<file path="src/rtl/core/vtg_pkg.sv">
`timescale 1ns / 1ps
// ----------------------------------------------------------------------------
// vtg_pkg: shared types and codes for the vector tile geometry decoder
// Holds the request and result structs, the job record passed from the front
// to the back, the phase enum and the command, kind and error codes.
// ----------------------------------------------------------------------------
package vtg_pkg;

  localparam int COORD_BITS_DEFAULT = 32;
  localparam int JOB_DEPTH_DEFAULT  = 4;

  localparam int WORD_W   = 64;
  localparam int COUNT_W  = 29;
  localparam int VALUE_W  = 32;

  // Command identifiers carried in bits 2..0 of a command word.
  localparam logic [2:0] CMD_MOVETO    = 3'd1;
  localparam logic [2:0] CMD_LINETO    = 3'd2;
  localparam logic [2:0] CMD_CLOSEPATH = 3'd7;

  // Feature types.
  localparam logic [1:0] GEOM_UNKNOWN = 2'd0;
  localparam logic [1:0] GEOM_POINT   = 2'd1;
  localparam logic [1:0] GEOM_LINE    = 2'd2;
  localparam logic [1:0] GEOM_POLYGON = 2'd3;

  // Result kinds.
  localparam logic [2:0] KIND_POINT      = 3'd0;
  localparam logic [2:0] KIND_RING_START = 3'd1;
  localparam logic [2:0] KIND_RING_END   = 3'd2;
  localparam logic [2:0] KIND_TOTALS     = 3'd3;
  localparam logic [2:0] KIND_ERROR      = 3'd4;

  // Error codes.
  localparam logic [2:0] ERR_NONE         = 3'd0;
  localparam logic [2:0] ERR_BAD_COMMAND  = 3'd1;
  localparam logic [2:0] ERR_LINETO_FIRST = 3'd2;
  localparam logic [2:0] ERR_CLOSE_ZERO   = 3'd3;
  localparam logic [2:0] ERR_TRUNCATED    = 3'd4;

  typedef enum logic [1:0] {
    PH_START = 2'd0,
    PH_CMD   = 2'd1,
    PH_X     = 2'd2,
    PH_Y     = 2'd3
  } phase_t;

  typedef struct packed {
    logic [WORD_W-1:0] word;
    logic [1:0]        feature_type;
    logic              end_of_geometry;
  } item_t;

  typedef struct packed {
    logic [2:0]                kind;
    logic signed [VALUE_W-1:0] pos_x;
    logic signed [VALUE_W-1:0] pos_y;
    logic [VALUE_W-1:0]        offset;
    logic [VALUE_W-1:0]        ring_total;
    logic [2:0]                error_code;
    logic                      last;
  } result_t;

  // Everything one request produces: an optional leading result (point,
  // ring start or error), then optionally a ring end and the totals.
  typedef struct packed {
    logic               head_valid;
    logic               end_valid;
    logic               tot_valid;
    result_t            head;
    logic [VALUE_W-1:0] points;
    logic [VALUE_W-1:0] rings;
  } job_t;

endpackage

</file>
<file path="src/rtl/core/vtg_front.sv">
`timescale 1ns / 1ps
// ----------------------------------------------------------------------------
// vtg_front: command decoder and cursor front end
// Takes one geometry word per cycle while accept is high, updates the feature state
// and writes a job record describing the results that the word causes.
// ----------------------------------------------------------------------------
module vtg_front #(
  parameter int COORD_BITS = vtg_pkg::COORD_BITS_DEFAULT
) (
  input  logic           clk,
  input  logic           rst,
  input  logic           accept,
  input  vtg_pkg::item_t item,
  output logic           job_push,
  output vtg_pkg::job_t  job
);

  logic [1:0]                   held_type, held_type_next;
  vtg_pkg::phase_t              phase, phase_next;
  logic [vtg_pkg::COUNT_W-1:0]  words_left, words_left_next;
  logic [COORD_BITS-1:0]        pending_dx, pending_dx_next;
  logic [COORD_BITS-1:0]        cursor_x, cursor_x_next;
  logic [COORD_BITS-1:0]        cursor_y, cursor_y_next;
  logic [vtg_pkg::VALUE_W-1:0]  point_count, point_count_next;
  logic [vtg_pkg::VALUE_W-1:0]  ring_count, ring_count_next;
  logic                         moved_flag, moved_flag_next;
  logic                         error_flag, error_flag_next;

  logic                         start;
  logic [1:0]                   type_eff;
  logic                         ringed;
  vtg_pkg::phase_t              ph;
  logic [2:0]                   cmd_id;
  logic [vtg_pkg::COUNT_W-1:0]  cmd_count;
  logic [COORD_BITS-1:0]        delta;
  logic [2:0]                   err;
  logic                         clear;

  assign cmd_id    = item.word[2:0];
  assign cmd_count = item.word[31:3];
  // Zigzag decode, keeping only the cursor width.
  assign delta     = item.word[COORD_BITS:1] ^ {COORD_BITS{item.word[0]}};

  always_comb begin
    held_type_next   = held_type;
    phase_next       = phase;
    words_left_next  = words_left;
    pending_dx_next  = pending_dx;
    cursor_x_next    = cursor_x;
    cursor_y_next    = cursor_y;
    point_count_next = point_count;
    ring_count_next  = ring_count;
    moved_flag_next  = moved_flag;
    error_flag_next  = error_flag;
    job              = '0;
    job_push         = 1'b0;
    err              = vtg_pkg::ERR_NONE;
    clear            = 1'b0;

    start    = (phase == vtg_pkg::PH_START) && !error_flag;
    type_eff = start ? item.feature_type : held_type;
    ringed   = (type_eff == vtg_pkg::GEOM_LINE) || (type_eff == vtg_pkg::GEOM_POLYGON);
    ph       = start ? vtg_pkg::PH_CMD : phase;

    if (accept) begin
      held_type_next = type_eff;
      phase_next     = ph;
      if (error_flag) begin
        clear = item.end_of_geometry;
      end else begin
        unique case (ph)
          vtg_pkg::PH_CMD: begin
            unique case (cmd_id)
              vtg_pkg::CMD_MOVETO: begin
                if (ringed) begin
                  job.head_valid  = 1'b1;
                  job.head.kind   = vtg_pkg::KIND_RING_START;
                  job.head.offset = point_count;
                  ring_count_next = ring_count + 1'b1;
                end
                moved_flag_next = 1'b1;
                words_left_next = cmd_count;
                if (cmd_count != '0) begin
                  phase_next = vtg_pkg::PH_X;
                end
              end
              vtg_pkg::CMD_LINETO: begin
                if (!moved_flag && ringed) begin
                  err = vtg_pkg::ERR_LINETO_FIRST;
                end else begin
                  words_left_next = cmd_count;
                  if (cmd_count != '0) begin
                    phase_next = vtg_pkg::PH_X;
                  end
                end
              end
              vtg_pkg::CMD_CLOSEPATH: begin
                if (cmd_count == '0) begin
                  err = vtg_pkg::ERR_CLOSE_ZERO;
                end
              end
              default: begin
                err = vtg_pkg::ERR_BAD_COMMAND;
              end
            endcase
          end
          vtg_pkg::PH_X: begin
            pending_dx_next = delta;
            phase_next      = vtg_pkg::PH_Y;
          end
          default: begin
            cursor_x_next    = cursor_x + pending_dx;
            cursor_y_next    = cursor_y + delta;
            job.head_valid   = 1'b1;
            job.head.kind    = vtg_pkg::KIND_POINT;
            job.head.pos_x   = vtg_pkg::VALUE_W'($signed(cursor_x_next));
            job.head.pos_y   = vtg_pkg::VALUE_W'($signed(cursor_y_next));
            point_count_next = point_count + 1'b1;
            words_left_next  = words_left - 1'b1;
            phase_next       = (words_left_next != '0) ? vtg_pkg::PH_X : vtg_pkg::PH_CMD;
          end
        endcase

        if ((err == vtg_pkg::ERR_NONE) && item.end_of_geometry &&
            ((phase_next == vtg_pkg::PH_X) || (phase_next == vtg_pkg::PH_Y))) begin
          err = vtg_pkg::ERR_TRUNCATED;
        end

        if (err != vtg_pkg::ERR_NONE) begin
          // An error replaces anything else this word would have produced.
          job.head            = '0;
          job.head_valid      = 1'b1;
          job.head.kind       = vtg_pkg::KIND_ERROR;
          job.head.error_code = err;
          job.head.last       = 1'b1;
          if (item.end_of_geometry) begin
            clear = 1'b1;
          end else begin
            error_flag_next = 1'b1;
          end
        end else if (item.end_of_geometry) begin
          job.end_valid = ringed;
          job.tot_valid = 1'b1;
          job.points    = point_count_next;
          job.rings     = ringed ? ring_count_next : '0;
          clear         = 1'b1;
        end
        job_push = job.head_valid || job.tot_valid;
      end

      if (clear) begin
        held_type_next   = vtg_pkg::GEOM_UNKNOWN;
        phase_next       = vtg_pkg::PH_START;
        words_left_next  = '0;
        pending_dx_next  = '0;
        cursor_x_next    = '0;
        cursor_y_next    = '0;
        point_count_next = '0;
        ring_count_next  = '0;
        moved_flag_next  = 1'b0;
        error_flag_next  = 1'b0;
      end
    end
  end

  always_ff @(posedge clk) begin
    if (rst) begin
      held_type   <= vtg_pkg::GEOM_UNKNOWN;
      phase       <= vtg_pkg::PH_START;
      words_left  <= '0;
      pending_dx  <= '0;
      cursor_x    <= '0;
      cursor_y    <= '0;
      point_count <= '0;
      ring_count  <= '0;
      moved_flag  <= 1'b0;
      error_flag  <= 1'b0;
    end else begin
      held_type   <= held_type_next;
      phase       <= phase_next;
      words_left  <= words_left_next;
      pending_dx  <= pending_dx_next;
      cursor_x    <= cursor_x_next;
      cursor_y    <= cursor_y_next;
      point_count <= point_count_next;
      ring_count  <= ring_count_next;
      moved_flag  <= moved_flag_next;
      error_flag  <= error_flag_next;
    end
  end

endmodule

</file>
<file path="src/rtl/core/vtg_job_queue.sv">
`timescale 1ns / 1ps
// ----------------------------------------------------------------------------
// vtg_job_queue: short job queue between front and back
// First-in first-out store of job records with a combinational head.
// ----------------------------------------------------------------------------
module vtg_job_queue #(
  parameter int DEPTH = vtg_pkg::JOB_DEPTH_DEFAULT
) (
  input  logic          clk,
  input  logic          rst,
  input  logic          wr_en,
  input  vtg_pkg::job_t wr_job,
  input  logic          rd_en,
  output vtg_pkg::job_t rd_job,
  output logic          not_empty,
  output logic          is_full
);

  localparam int PTR_W = (DEPTH > 1) ? $clog2(DEPTH) : 1;
  localparam int CNT_W = $clog2(DEPTH + 1);

  vtg_pkg::job_t    slots [DEPTH];
  logic [PTR_W-1:0] wr_ptr, wr_ptr_next;
  logic [PTR_W-1:0] rd_ptr, rd_ptr_next;
  logic [CNT_W-1:0] fill, fill_next;
  logic             do_wr, do_rd;

  assign not_empty = (fill != '0);
  assign is_full   = (fill == CNT_W'(DEPTH));
  assign rd_job    = slots[rd_ptr];
  assign do_wr     = wr_en && !is_full;
  assign do_rd     = rd_en && not_empty;

  always_comb begin
    wr_ptr_next = wr_ptr;
    rd_ptr_next = rd_ptr;
    fill_next   = fill;
    if (do_wr) begin
      wr_ptr_next = (wr_ptr == PTR_W'(DEPTH - 1)) ? '0 : wr_ptr + 1'b1;
    end
    if (do_rd) begin
      rd_ptr_next = (rd_ptr == PTR_W'(DEPTH - 1)) ? '0 : rd_ptr + 1'b1;
    end
    if (do_wr && !do_rd) begin
      fill_next = fill + 1'b1;
    end else if (do_rd && !do_wr) begin
      fill_next = fill - 1'b1;
    end
  end

  always_ff @(posedge clk) begin
    if (do_wr) begin
      slots[wr_ptr] <= wr_job;
    end
  end

  always_ff @(posedge clk) begin
    if (rst) begin
      wr_ptr <= '0;
      rd_ptr <= '0;
      fill   <= '0;
    end else begin
      wr_ptr <= wr_ptr_next;
      rd_ptr <= rd_ptr_next;
      fill   <= fill_next;
    end
  end

endmodule

</file>
<file path="src/rtl/core/vtg_back.sv">
`timescale 1ns / 1ps
// ----------------------------------------------------------------------------
// vtg_back: result sequencer
// Unrolls each job into its one to three results and holds the oldest result
// in an output register until it is taken.
// ----------------------------------------------------------------------------
module vtg_back (
  input  logic             clk,
  input  logic             rst,
  input  logic             job_valid,
  input  vtg_pkg::job_t    job,
  output logic             job_pop,
  input  logic             pop,
  output logic             empty,
  output vtg_pkg::result_t result
);

  logic             out_valid;
  vtg_pkg::result_t out_reg, out_next;
  logic [2:0]       taken, taken_next;
  logic [2:0]       remaining, sel, rest;
  logic             load;

  assign remaining = {job.tot_valid, job.end_valid, job.head_valid} & ~taken;
  assign sel       = remaining & (~remaining + 1'b1);
  assign rest      = remaining & ~sel;
  assign load      = job_valid && (!out_valid || pop);
  assign job_pop   = load && (rest == '0);
  assign empty     = !out_valid;
  assign result    = out_reg;

  always_comb begin
    out_next   = '0;
    taken_next = taken;
    if (sel[0]) begin
      out_next = job.head;
    end else if (sel[1]) begin
      out_next.kind   = vtg_pkg::KIND_RING_END;
      out_next.offset = job.points;
    end else begin
      out_next.kind       = vtg_pkg::KIND_TOTALS;
      out_next.offset     = job.points;
      out_next.ring_total = job.rings;
      out_next.last       = 1'b1;
    end
    if (load) begin
      taken_next = (rest == '0) ? '0 : (taken | sel);
    end
  end

  always_ff @(posedge clk) begin
    if (load) begin
      out_reg <= out_next;
    end
  end

  always_ff @(posedge clk) begin
    if (rst) begin
      out_valid <= 1'b0;
      taken     <= '0;
    end else begin
      taken <= taken_next;
      if (load) begin
        out_valid <= 1'b1;
      end else if (pop) begin
        out_valid <= 1'b0;
      end
    end
  end

endmodule

</file>
<file path="src/rtl/core/vector_tile_geometry_decoder.sv">
`timescale 1ns / 1ps
// An accepted request's job record is registered in the job queue, then loaded into the
// output register one result at a time.  Throughput: one request per cycle unless the
// queue is full; the output register hands out one result per cycle while results are
// popped; the queue lets the front go on while a last word's (up to three) results drain.
// Reset: synchronous, active high; clears feature state, the job queue and the output.
// ----------------------------------------------------------------------------
// vector_tile_geometry_decoder: geometry command stream decoder
// Decodes the unpacked command and zigzag parameter words of one feature into
// points, ring markers, totals and errors.
// ----------------------------------------------------------------------------
module vector_tile_geometry_decoder #(
  parameter int COORD_BITS = vtg_pkg::COORD_BITS_DEFAULT,
  parameter int JOB_DEPTH  = vtg_pkg::JOB_DEPTH_DEFAULT
) (
  input  logic             clk,
  input  logic             rst,
  input  logic             push,
  output logic             full,
  input  vtg_pkg::item_t   item,
  input  logic             pop,
  output logic             empty,
  output vtg_pkg::result_t result
);

  // The front part decodes each request combinationally: it tracks the
  // phase within a command, the cursor and the feature's point and ring
  // counts, and condenses whatever results the request causes into a job
  // record.  A request that produces nothing writes no job.
  logic          accept;
  logic          job_push;
  vtg_pkg::job_t job_in;

  // Queue between the two halves.  The front is throttled only by this
  // queue filling up, never by the state of the output register.
  vtg_pkg::job_t job_head;
  logic          job_valid;
  logic          job_pop;
  logic          q_full;

  assign full   = q_full;
  assign accept = push && !q_full;

  vtg_front #(
    .COORD_BITS (COORD_BITS)
  ) u_front (
    .clk      (clk),
    .rst      (rst),
    .accept   (accept),
    .item     (item),
    .job_push (job_push),
    .job      (job_in)
  );

  vtg_job_queue #(
    .DEPTH (JOB_DEPTH)
  ) u_queue (
    .clk       (clk),
    .rst       (rst),
    .wr_en     (job_push),
    .wr_job    (job_in),
    .rd_en     (job_pop),
    .rd_job    (job_head),
    .not_empty (job_valid),
    .is_full   (q_full)
  );

  // The back part walks through the head job one result at a time and
  // releases it from the queue once its final result is loaded into the
  // output register.
  vtg_back u_back (
    .clk       (clk),
    .rst       (rst),
    .job_valid (job_valid),
    .job       (job_head),
    .job_pop   (job_pop),
    .pop       (pop),
    .empty     (empty),
    .result    (result)
  );

endmodule

</file>
<file path="config.mk">
export PLATFORM = sky130hd
export DESIGN_NAME = vector_tile_geometry_decoder
export DESIGN_NICKNAME = d
export VERILOG_FILES = /design/src/rtl/core/vtg_pkg.sv /design/src/rtl/core/vtg_front.sv /design/src/rtl/core/vtg_job_queue.sv /design/src/rtl/core/vtg_back.sv /design/src/rtl/core/vector_tile_geometry_decoder.sv
export SDC_FILE = /design/constraint.sdc
export NUM_CORES = 1
export LEC_CHECK = 0
export BUFFER_PORTS_ARGS = -buffer_cell sky130_fd_sc_hd__buf_2
export CORE_UTILIZATION = 25
export DETAILED_ROUTE_END_ITERATION = 10
export PLACE_DENSITY = 0.41
export SYNTH_ARGS = -nofsm -noshare
export SYNTH_HDL_FRONTEND = slang
export SYNTH_SLANG_ARGS = --single-unit
</file>
<file path="constraint.sdc">
create_clock -name clk -period 24.7 [get_ports clk]
set_clock_uncertainty 0.1 [all_clocks]
set_input_delay 6.175 -clock clk [delete_from_list [all_inputs] [get_ports clk]]
set_output_delay 6.175 -clock clk [all_outputs]
set_load 0.01 [all_outputs]
</file>
# Word-level counts from Yosys, hierarchy flattened
# Memory sizes are Yosys's and may differ from the RTL's. A register that Yosys moved wholly into a read port is not among the register bits.
# Cells that the tools add are included.
# classes
addsub,10
eq_ne,17
mux,96
bitwise,8
n_reduce_logical,40
# op_table
op,n
$mux W32,22
$mux W202,2
$mux W64,4
$mux W135,1
$pmux W29 S2,2
$mux W29,3
$add A32 B1 Y32 const B,2
$add A32 B32 Y32,2
$reduce_bool A29 Y1,2
$mux W2,20
$mux W3,12
$xor A32 B32 Y32,1
$logic_not A29 Y1,1
$sub A29 B1 Y29 const B,1
$mux W1,26
$eq A2 B2 Y1 const B,7
$logic_and A1 B1 Y1,11
$reduce_bool A2 Y1,5
$and A3 B3 Y3,3
$not A3 Y3,3
$pmux W3 S3,1
$pmux W2 S2,2
$add A3 B1 Y3 const B,2
$eq A3 B3 Y1 const B,2
other kinds (21),34
# word_totals
regBits,341
ram_bits,808
in_bits,71
output_inout_bits,137
elab_cells,194
memories,1
# memory_table
memory,words,width,read_ports,rd_clocked_by_memory_dff,wr,line,rtl
u_queue.slots,4,202,1,1,1,vtg_job_queue.sv:22,vtg_pkg::job_t slots [DEPTH];

# Longest topological paths before layout
# Gate-level depths: netlist (run 1).
# logic_depth
depth_word,29
ltp_mapped,18
mapped_depth_nobuf,16

# Cells and area by module
# Synthesis (run 1) repeated with hierarchy kept, for this count alone.
# hier_totals
cells_unflattened,3470
hier_area_um2,49727.7
# modules_own_cells
mod,instances,cells_per_inst,area_each_um2,seq_area_each_um2
vtg_job_queue,1,1105,29812.3,24443.4
vtg_front,1,1976,14292.5,3883.7
vtg_back,1,388,5609.1,4134.0
vector_tile_geometry_decoder,1,1,13.8,0.0

# Least setup slack after synthesis (run 1)
# No wires, ideal clock.
# synth_path
path_kind,input port to flip-flop
from,input port pop
to,register u_queue.fill[2]
setup_ps,70
arrival_ps,14580
required_ps,24530
slack_ps,9950
cell_stages,10
n_path_buf,0
cell_sequence,inv_1 > a21oi_1 > a21boi_0 > inv_1 > ha_1 > inv_1 > fa_1 > xor2_1 > or3_1 > a21oi_1
# synth_via
elab_chain_cells,7
elab_cells_between_ends,9
classes_between,mux (1); reduce/logical (8)
# synth_rtl
element,line,rtl
"start, declared",vector_tile_geometry_decoder.sv:21,"input logic pop,"
$logic_or A1 B1 Y1 *,vtg_back.sv:27,assign load = job_valid && (!out_valid || pop);
$logic_and A1 B1 Y1 *,vtg_back.sv:27,
net u_back.load,vtg_back.sv:22,logic load;
$logic_and A1 B1 Y1 *,vtg_back.sv:28,assign job_pop = load && (rest == '0);
$logic_and A1 B1 Y1 *,vtg_job_queue.sv:32,assign do_rd = rd_en && not_empty;
$logic_not A1 Y1,vtg_job_queue.sv:44,if (do_wr && !do_rd) begin
$logic_and A1 B1 Y1,vtg_job_queue.sv:44,
$mux W3 / $reduce_bool A2 Y1 (equally long branches),-,
"end signal, assigned",vtg_job_queue.sv:65,fill <= fill_next;
"end, declared",vtg_job_queue.sv:25,"logic [CNT_W-1:0] fill, fill_next;"
# Mark *: on every way through the listed nets, which the timed path passes. The rest lies on a longest branch.
# A chain may end at the register's enable or synchronous reset.

# Worst setup path after layout (run 1)
# layout_path
from,input port item[3] in the netlist's numbering
to,"memory u_queue.slots[1][139] in the netlist's numbering, enable pin"
# layout_via
elab_chain_cells,21
elab_cells_between_ends,35
classes_between,eq/ne (5); mux (23); reduce/logical (7)
# layout_rtl
element,line,rtl
"start, declared",vector_tile_geometry_decoder.sv:20,"input vtg_pkg::item_t item,"
"$eq A3 B2 Y1, or another cell as far along",vtg_front.sv:73,unique case (cmd_id)
$pmux W2 S2 / $pmux W3 S3 (equally long branches),vtg_front.sv:73,
$pmux W2 S2 / $mux W3 (equally long branches),vtg_front.sv:71,unique case (ph)
$mux W2 / $mux W3 (equally long branches),vtg_front.sv:68,if (error_flag) begin
$mux W2 / $mux W3 (equally long branches),vtg_front.sv:65,if (accept) begin
$eq A2 B2 Y1 / $logic_not A3 Y1 (equally long branches),"vtg_front.sv:125, vtg_front.sv:124",
$logic_or A1 B1 Y1 / $logic_and A1 B1 Y1 (equally long branches),"vtg_front.sv:125, vtg_front.sv:124",
$logic_and A1 B1 Y1,vtg_front.sv:124,if ((err == vtg_pkg::ERR_NONE) && item.end_of_geometry &&
(+6 left out),-,
$mux W1 / $mux W2 (equally long branches),vtg_front.sv:65,
$logic_or A1 B1 Y1 *,vtg_front.sv:148,job_push = job.head_valid || job.tot_valid;
$mux W1 *,vtg_front.sv:68,
$mux W1 *,vtg_front.sv:65,
$logic_and A1 B1 Y1 *,vtg_job_queue.sv:31,assign do_wr = wr_en && !is_full;
net u_queue.do_wr,vtg_job_queue.sv:26,"logic do_wr, do_rd;"
$mux W1 *,vtg_job_queue.sv:52,if (do_wr) begin
$mux W1 (not written as such) *,vtg_job_queue.sv:53,slots[wr_ptr] <= wr_job;
"end, declared",vtg_job_queue.sv:22,
# Mark *: on every way through the listed nets, which the timed path passes. The rest lies on a longest branch. The select of a mux whose other input is x is not followed.

==> impl_metrics.env, run 1 <==
export IMPL_outcome="finished, final reports clean"
export IMPL_place_gp_congestion=0.770
export IMPL_startpoint="item[3]"
export IMPL_r2r_start="u_front.phase[1]"
export IMPL_p_int_mw=3.66
export IMPL_synth_edf_count=807
export IMPL_ys_warn_count=0
export IMPL_synth_async_reset_ratio_pct=0
export IMPL_cts_root_buf="clkbuf_16"
export IMPL_tns_ns=0
export IMPL_finalHoldViolCount=0
export IMPL_arrival_ns=10.95
export IMPL_dp_hpwl_mm=71.2
export IMPL_vias=25715
export IMPL_worstPathMaxFanout=55
export IMPL_worst_pin_slew_ns=1.08
export IMPL_rrSetupSlack_ns=19.08
export IMPL_finalCriticalPeriod_ns=10.73
export IMPL_crit_path_end_kind="register"
export IMPL_fin_nets=3450
export IMPL_dieArea_um2=177000
export IMPL_grt_max_degree=136
export IMPL_maxCapViolCount=0
export IMPL_power_mw=5.14
export IMPL_netlist_area_um2=43700
export IMPL_synth_seq_cells=1014
export IMPL_initial_core_util_pct=25.2
export IMPL_p_leak_nw=16.6
export IMPL_clock_sinks=1014
export IMPL_place_area_um2=47300
export IMPL_critPathCapture="u_queue.slots[1][139]"
export IMPL_finalInstanceArea_um2=51200
export IMPL_syn_mean_instance_area_um2=13.9
export IMPL_switching_share_pct=28.8
export IMPL_clkTransAtPathRegs_ns=0.06
export IMPL_ant_nets=0
export IMPL_crit_cells=13
export IMPL_antenna_found_initial=19
export IMPL_drt_first_pass_iters=6
export IMPL_rows=153
export IMPL_p_comb_share_pct=21.6
export IMPL_holdBufCountCts=0
export IMPL_die_y_um=420
export IMPL_drive_gt1_share_pct=18.8
export IMPL_synth_flop_cell="edfxtp_1"
export IMPL_fmax_mhz=93.2
export IMPL_slew_violations=0
export IMPL_die_x_um=420
export IMPL_relSlewSlack_pct=28.3
export IMPL_routed_via_density=4.49
export IMPL_drc=0
export IMPL_finalSetupViolCount=0
export IMPL_post_route_period_util_pct=43.4
export IMPL_grt_pass1_vias=26234
export IMPL_start_kind="input pin"
export IMPL_path_class="in2reg"
export IMPL_path_cells="buf_2 > buf_4 > inv_1 > ha_1 > nor2_1 > nor2_1 > a21boi_0 > nor3_1 > nor4_1 > nor2_1 > and2_4 > buf_4 > buf_4"
export IMPL_synth_cell_types=80
export IMPL_pwr_share_seq_pct=43.8
export IMPL_track_usage_pct=13.1
export IMPL_p_clk_share_pct=34.6
export IMPL_slowest_delay_ns=0.79
export IMPL_critPathRequiredTime_ns=24.92
export IMPL_drt_wirelength_per_cell_um=20.2
export IMPL_core_area_um2=174000
export IMPL_cts_setup_buffers=0
export IMPL_first_iter_violations=1607
export IMPL_peakVddDrop_v=0.0000927
export IMPL_switchingPower_mw=1.48
export IMPL_hp_class="reg2reg"
export IMPL_rsz0062_at_grt="no"
export IMPL_wirelength_mm=116
export IMPL_boundaryPins=208
export IMPL_io_buffers=175
export IMPL_worst_path_buf_inv=5
export IMPL_worstRegToRegCells=10
export IMPL_cts_max_level=3
export IMPL_area_growth_pct=17.1
export IMPL_cp_top_family="buffers and inverters"
export IMPL_cp_slowest_cell="buf_4"
export IMPL_clockBufferDepth=3
export IMPL_grt_pass1_wl_mm=174
export IMPL_synthCells=3142
export IMPL_power_density_nw_per_um2=100
export IMPL_cts_tree="yes"
export IMPL_ctsResizeCount=0
export IMPL_yosysSeqAreaShare_pct=64.9
export IMPL_insertion_delay_ns=0.74
export IMPL_grt_overflow_total=0
export IMPL_synth_nets=3291
export IMPL_critical_path_reg2reg_endpoint="u_queue.slots[1][139]"
export IMPL_numCtsBuffers=114
-- kinds of logic after synthesis --
logic type               count (synthesis)  synth area share, %
AO/OA/AOI/OAI                          500                 7.20
XOR/XNOR                               161                 3.22
adder cells (fa/ha/maj)                 78                 2.28
buffers and inverters                  213                 1.92
flip-flops                            1014                 64.9
multiplexers                           206                 9.61
AND/OR/NAND/NOR                        970                 10.9
-- worst register-to-register path: cells and delay by family (launching register included) --
kind	cells	cell delay, ns
buf+inv	2	1.50
flops	1	0.43
compound gates	1	0.16
simple gates	7	2.93
-- layout make-up --
| class | instances | area [um^2] |
|---|---|---|
| Multi-Input combinational cell | 1915 | 14600 |
| Inverter | 39 | 146 |
| Tap cell | 2325 | 2910 |
| Clock buffer | 153 | 3130 |
| Timing Repair Buffer | 217 | 1220 |
| Sequential cell | 1014 | 28400 |
| Antenna cell | 4 | 10.0 |
| Clock inverter | 64 | 810 |
| Fill cell | 17750 | 123000 |
-- synth_stat cells, drive strengths merged (18+ instances only) --
cell,instances,area share (%)
nand4,18,0.26
mux4,168,8.7
nand2,162,1.4
a22oi,78,1.3
ha,75,2.1
nand3,27,0.35
and3,66,0.94
dfxtp,207,9.5
buf,34,0.38
inv,39,0.33
o21ai,141,1.6
nor4,26,0.44
and2,157,2.2
xor2,82,1.6
mux2,32,0.82
edfxtp,807,55
a21o,29,0.50
nor3,41,0.53
xnor2,79,1.6
nor2,393,3.4
a21oi,134,1.5
clkbuf,140,1.2
-- through the flow --
step | util, % | worst slack [ns] | hold WS, ns | instances
5_1_grt | 29.5 | 13.63 | 0.343 | 5728
3_5_place_dp | 27.2 | 13.11 | 0.323 | 5510
3_3_place_gp | 27.2 | 13.09 | 0.316 | 5510
4_1_cts | 29.5 | 13.90 | 0.330 | 5727
2_1_floorplan | - | 9.95 | 0.309 | 3142
6_report | 29.5 | 13.97 | 0.328 | 5731
-- power groups by stage --
stage / Clock, mW / Sequential, mW / Combinational, mW
global route: 1.90 / 2.28 / 1.23
CTS: 1.84 / 2.27 / 1.17
detailed placement: 0 / 2.30 / 1.17
floorplan: 0 / 2.34 / 0.686
global placement: 0 / 2.30 / 1.17
finish: 1.78 / 2.25 / 1.11
-- cell usage in the layout (no fill, tap or decap), types with 78 or more instances in the layout --
master     netlist  routed
clkbuf_16        0     115
nor2_1         393     390
a22oi_1         78      78
a21oi_1        134     132
edfxtp_1       807     807
mux4_2         168     168
nand2_1        160     158
o21ai_0        136     135
dfxtp_1        207     205
buf_2            8     174
xor2_1          82      82
xnor2_1         79      79
and2_1         156     152
-- state kept, by name (all words and copies together) (netlist names), 2 cells and up, named ones only --
signal	cells
u_back.result	135
u_back.taken	3
u_front.cursor_x	32
u_front.cursor_y	32
u_front.pending_dx	32
u_front.phase	2
u_front.point_count	32
u_front.ring_count	32
u_front.words_left	29
u_queue.fill	3
u_queue.rd_ptr	2
u_queue.slots	672
u_queue.wr_ptr	2
-- how the worst min path moves through the flow --
stage                         start  slack, ns         endpoint  depth (start not counted)
floorplan           u_back.taken[2]       0.31  u_back.taken[2]                          2
global placement    u_back.taken[2]       0.32  u_back.taken[2]                          2
detailed placement  u_back.taken[2]       0.32  u_back.taken[2]                          2
CTS                 u_back.taken[2]       0.33  u_back.taken[2]                          2
global route        u_back.taken[2]       0.34  u_back.taken[2]                          2
finish              u_back.taken[2]       0.33  u_back.taken[2]                          2
-- metal layers --
metal	wire, um	GRT usage [%]	vias to the layer above
met2	56500	22.0	439
met5	0	0	-
met1	53200	17.5	12948
met4	2460	3.19	0
met3	3820	2.03	174
li1	-	-	12154
(Power assumes the default switching activity.)
==> inputs of run 2 (changes only) <==
Settings changed: PLACE_DENSITY 0.41 to 0.43.
Clock period 24.7 ns to 9.35 ns, I/O delays scaled along.
==> run 2 against run 1 <==
  * Sequential power rose to 2.6 times the previous value
  * Setup slack got worse by 11 ns
  * Die area is the same
  * Hold slack barely moved
  * Sequential cell count is the same
  * Critical endpoint is now u_queue.slots[0][162]
  * Largest cell class unchanged
  * Highest routed layer unchanged
==> impl_metrics.env, run 2 (synthesized netlist as in run 1, its figures left out) <==
export IMPL_outcome="finished, final reports clean"
export IMPL_area_growth_pct=16.7
export IMPL_drt_wirelength_per_cell_um=19.9
export IMPL_drc=0
export IMPL_ant_nets=0
export IMPL_tns_ns=0
export IMPL_p_int_mw=9.49
export IMPL_io_buffers=175
export IMPL_switching_share_pct=29.0
export IMPL_power_density_nw_per_um2=262
export IMPL_switchingPower_mw=3.88
export IMPL_clockBufferDepth=3
export IMPL_cts_tree="yes"
export IMPL_place_gp_congestion=0.787
export IMPL_grt_pass1_vias=26280
export IMPL_track_usage_pct=12.9
export IMPL_layout_common_cells="edfxtp_1, nor2_1, dfxtp_1"
export IMPL_p_comb_share_pct=22.4
export IMPL_post_route_period_util_pct=66.4
export IMPL_largest_reg_flops=672
export IMPL_die_y_um=420
export IMPL_insertion_delay_ns=0.73
export IMPL_worst_pin_slew_ns=1.09
export IMPL_grt_pass1_wl_mm=172
export IMPL_p_leak_nw=16.6
export IMPL_cts_max_level=3
export IMPL_wirelength_mm=114
export IMPL_holdBufCountCts=0
export IMPL_dieArea_um2=177000
export IMPL_finalCriticalPeriod_ns=6.21
export IMPL_fin_nets=3449
export IMPL_largest_register="u_queue.slots"
export IMPL_arrival_ns=6.52
export IMPL_ctsResizeCount=0
export IMPL_maxCapViolCount=0
export IMPL_peakVddDrop_v=0.000167
export IMPL_drt_first_pass_iters=7
export IMPL_boundaryPins=208
export IMPL_p_clk_share_pct=33.4
export IMPL_pwr_share_seq_pct=44.2
export IMPL_dp_hpwl_mm=71.6
export IMPL_insertedDiodeCount=0
export IMPL_cts_root_buf="clkbuf_16"
export IMPL_numCtsBuffers=112
export IMPL_clock_sinks=1014
export IMPL_vias=25736
export IMPL_path_class="in2reg"
export IMPL_routed_via_density=4.50
export IMPL_first_iter_violations=1676
export IMPL_critPathRequiredTime_ns=9.66
export IMPL_hp_class="reg2reg"
export IMPL_die_x_um=420
export IMPL_fin_ws_ns=3.14
export IMPL_crit_path_end_kind="register"
export IMPL_start_kind="input pin"
export IMPL_slew_violations=0
export IMPL_initial_core_util_pct=25.2
export IMPL_grt_max_degree=115
export IMPL_post_route_util_pct=29.4
export IMPL_drive_gt1_share_pct=18.6
export IMPL_relSlewSlack_pct=27.1
export IMPL_cts_setup_buffers=0
export IMPL_n_fill_cell=17701
export IMPL_grt_overflow_total=0
export IMPL_finalHoldViolCount=0
export IMPL_antenna_found_initial=6
export IMPL_mostFrequentLayoutCell="edfxtp_1"
export IMPL_rows=153
export IMPL_clkTransAtPathRegs_ns=0.06
export IMPL_power_mw=13.4
export IMPL_rsz0062_at_grt="no"
export IMPL_dp_slack_ns=2.36
export IMPL_finalSetupViolCount=0
export IMPL_worstPathMaxFanout=34
export IMPL_core_area_um2=174000
export IMPL_fmax_mhz=161
run 2: cell types whose count changed in the layout (fill, tap and decap cells not counted), moves of 2 or more:
cell | previous run | this run
clkinv_8 | 0 | 2
clkinv_2 | 20 | 26
nor2_4 | 0 | 2
buf_12 | 2 | 4
inv_6 | 5 | 1
nor2_2 | 3 | 1
clkbuf_1 | 27 | 36
clkinv_1 | 12 | 6
bufinv_16 | 16 | 10
clkinv_4 | 0 | 2
clkinvlp_4 | 8 | 1
diode_2 | 4 | 0
run 2: final timing paths:
| path | end | depth (start not counted) | slack (ns) | start |
|---|---|---|---|---|
| setup / recovery | u_queue.slots[0][162] | 18 | 3.14 | item[3] |
| hold / removal | u_back.taken[2] | 2 | 0.33 | u_back.taken[2] |
| setup reg to reg | u_queue.slots[2][5] | 13 | 4.22 | u_front.words_left[0] |
| hold reg to reg | u_back.taken[2] | 2 | 0.33 | u_back.taken[2] |
run 2: power groups by stage:
stage / clock network [mW] / registers, mW / logic (mW)
after floorplan: 0 / 6.14 / 1.81
after global placement: 0 / 6.03 / 3.14
after detailed placement: 0 / 6.04 / 3.14
after CTS: 4.62 / 5.95 / 3.15
after global routing: 4.79 / 5.98 / 3.31
final: 4.46 / 5.91 / 3.00
run 2: area by class of cell:
type	count	area, um^2	area share [%]
multi-input cells	1915	14600	28.7
inverters	39	146	0.287
flip-flops and latches	1014	28400	55.6
well taps	2325	2910	5.70
clock buffers	162	3150	6.18
clock inverters	50	554	1.09
repair buffers	218	1250	2.46
run 2: metrics by stage:
stage	hold slack [ns]	instances	instance area, um^2
after floorplan	0.309	3142	43700
after global placement	0.316	5511	47300
after detailed placement	0.322	5511	47300
after CTS	0.330	5723	51000
after global routing	0.348	5723	51000
final	0.328	5723	51000
run 2: critical path, stage by stage:
cell,delay (ns)
buf_2,0.08
buf_4,0.44
inv_1,0.10
ha_1,0.36
inv_1,0.19
ha_1,0.24
inv_1,0.07
fa_1,0.43
nor2b_1,0.16
o31a_1,0.17
o21ai_0,0.15
a21o_1,0.26
a211oi_1,0.49
o21ai_0,0.28
o21bai_1,0.26
a31o_2,0.22
xnor2_1,0.14
nor2_1,0.11
run 2: per-layer routing:
layer  part of all wire [%]  global-route usage (%)
met5                      0                       0
met4                    2.3                    3.37
met3                    4.2                    2.37
met2                     48                    21.3
met1                     46                    17.4
==> inputs of run 3 (changes only) <==
Settings changed: ABC_AREA set to 1, PLACE_DENSITY 0.43 to 0.41.
Clock period 9.35 ns to 6.02 ns, I/O delays scaled along.
==> run 3 against run 2 <==
  * Setup slack got worse by 1.6 ns
  * Sequential power increased by 60%
  * Final area increased by 2.4%
  * First-iteration DRC count increased by 2.0%
  * Die area increased by 2.7%
  * Non-clock buffer count increased by 5
==> impl_metrics.env, run 3 <==
export IMPL_synth_top_area_cell="edfxtp_1"
export IMPL_yosysSeqAreaShare_pct=63.2
export IMPL_synth_edf_count=807
export IMPL_top_layer="met4"
export IMPL_post_route_period_util_pct=74.8
export IMPL_place_gp_congestion=0.832
export IMPL_outcome="finished, final reports clean"
export IMPL_die_y_um=426
export IMPL_layout_common_cells="nor2_1, edfxtp_1, nand2_1"
export IMPL_ant_nets=0
export IMPL_fmax_mhz=222
export IMPL_ys_warn_count=0
export IMPL_antenna_found_initial=6
export IMPL_dieArea_um2=181000
export IMPL_crit_path_end_kind="register"
export IMPL_wl_met1_mm=59.7
export IMPL_path_class="in2reg"
export IMPL_cts_setup_buffers=0
export IMPL_syn_mean_instance_area_um2=9.92
export IMPL_track_usage_pct=14.2
export IMPL_area_growth_pct=16.3
export IMPL_finalSetupViolCount=0
export IMPL_drt_first_pass_iters=6
export IMPL_drt_wirelength_per_cell_um=18.4
export IMPL_drc=0
export IMPL_first_iter_violations=1710
export IMPL_grt_max_degree=138
export IMPL_dp_hpwl_mm=81.1
export IMPL_synth_cell_types=54
export IMPL_hold_depth=2
export IMPL_synthCells=4526
export IMPL_fin_ws_ns=1.51
export IMPL_r2r_start="u_front.error_flag"
export IMPL_clkTransAtPathRegs_ns=0.06
export IMPL_slew_violations=0
export IMPL_min_to="u_front.held_type[1]"
export IMPL_ctsResizeCount=0
export IMPL_cts_root_buf="clkbuf_16"
export IMPL_clock_sinks=1014
export IMPL_arrival_ns=4.73
export IMPL_start_kind="input pin"
export IMPL_worstRegToRegCells=18
export IMPL_cp_top_family="simple AND/OR/NAND/NOR gates"
export IMPL_dp_slack_ns=0.765
export IMPL_io_buffers=175
export IMPL_critPathRequiredTime_ns=6.25
export IMPL_netlist_area_um2=44900
export IMPL_power_density_nw_per_um2=424
export IMPL_critical_path_reg2reg_endpoint="u_queue.slots[1][24]"
export IMPL_post_synth_top_area_fraction_pct=54.0
export IMPL_worstPathMaxFanout=57
export IMPL_synth_most_common_cell="nor2_1"
export IMPL_finalHoldViolCount=0
export IMPL_relSlewSlack_pct=23.4
export IMPL_rsz0062_at_grt="no"
export IMPL_route_met3_wl_mm=4.62
export IMPL_wl_met2_mm=63.4
export IMPL_maxCapViolCount=0
export IMPL_fin_nets=4803
export IMPL_wirelength_mm=131
export IMPL_power_mw=22.1
export IMPL_largest_reg_flops=672
export IMPL_ys_top_cells_by_count="nor2_1, edfxtp_1, nand2_1"
export IMPL_cts_tree="yes"
export IMPL_holdCritStartpoint="u_front.held_type[1]"
export IMPL_rrSetupSlack_ns=1.57
export IMPL_n_fill_cell=18637
export IMPL_synth_async_reset_ratio_pct=0
export IMPL_drive_gt1_share_pct=10.1
export IMPL_grt_pass1_wl_mm=195
export IMPL_path_cells="buf_2 > inv_1 > nor2_1 > inv_1 > nor2_1 > o21ai_0 > nand3_4 > nand2_1 > clkinvlp_4 > buf_4"
export IMPL_numCtsBuffers=117
export IMPL_grt_pass1_vias=30840
export IMPL_synth_seq_cells=1014
export IMPL_synth_area_leaders="edfxtp_1, dfxtp_1, nor2_1, nand2_1, o21ai_0"
export IMPL_cts_max_level=3
export IMPL_rows=155
export IMPL_hp_class="reg2reg"
export IMPL_boundaryPins=208
export IMPL_worst_path_buf_inv=5
export IMPL_holdBufCountCts=0
export IMPL_largest_register="u_queue.slots"
export IMPL_routed_via_density=4.42
export IMPL_finalCriticalPeriod_ns=4.51
export IMPL_core_area_um2=178000
export IMPL_grt_overflow_total=0
export IMPL_die_x_um=426
export IMPL_cp_slowest_cell="buf_4"
export IMPL_synth_nets=4675
export IMPL_synth_flop_cell="edfxtp_1"
export IMPL_vias=31444
export IMPL_slowest_delay_ns=0.73
export IMPL_clockBufferDepth=3
export IMPL_mostFrequentLayoutCell="nor2_1"
export IMPL_p_leak_nw=19.0
export IMPL_worst_pin_slew_ns=1.15
export IMPL_insertion_delay_ns=0.76
export IMPL_peakVddDrop_v=0.000313
export IMPL_initial_core_util_pct=25.2
export IMPL_startpoint="push"
run 3: how the worst max path moves through the flow:
stage	endpoint	depth (start not counted)	slack, ns
6_report	u_queue.slots[1][24]	10	1.51
5_1_grt	u_queue.slots[1][24]	18	1.32
4_1_cts	u_queue.slots[1][24]	19	1.55
3_5_place_dp	u_queue.slots[1][194]	10	0.77
3_3_place_gp	u_queue.slots[1][194]	10	0.77
2_1_floorplan	u_queue.slots[3][0]	18	-0.01
run 3: power by group:
group	switching [mW]	internal (mW)	total, mW	leakage (nW)
logic	4.24	1.45	5.68	7.34
registers	0.365	9.10	9.46	9.79
clock network	2.97	4.02	7.00	1.84
run 3: area by class of cell:
class,instances,area (um^2),area share [%]
Clock inverter,70,711,1.36
Sequential cell,1014,28400,54.3
Multi-Input combinational cell,2988,14600,28.0
Clock buffer,146,3050,5.83
Tap cell,2355,2950,5.64
Antenna cell,3,7.51,0.0144
Inverter,310,1190,2.28
Timing Repair Buffer,223,1330,2.55
run 3: cell families after synthesis:
family	synth area share (%)
compound gates	10.9
xor+xnor	2.73
fa+ha+maj	2.22
buf+inv	4.42
flops	63.2
mux	0.0223
simple gates	16.5
run 3: metal layers:
layer  GRT usage [%]  up-vias
met5               0        -
met4            4.79        0
met3            2.02      165
met2            24.0      500
met1            18.4    15108
li1                -    15671
run 3: per-stage QoR:
step	hold slack (ns)	area, um^2	cells	util [%]	TNS (ns)
2_1_floorplan	0.335	45000	4526	-	-5.62
3_3_place_gp	0.345	48500	6890	27.2	0
3_5_place_dp	0.356	48500	6890	27.2	0
4_1_cts	0.367	52200	7106	29.3	0
5_1_grt	0.381	52200	7108	29.3	0
6_report	0.363	52200	7109	29.3	0
run 3: worst min-delay path, cell delays in order, from the launching register on:
cell and delay, ns:
dfxtp_1 0.31, nand2_1 0.06, a21oi_1 0.05
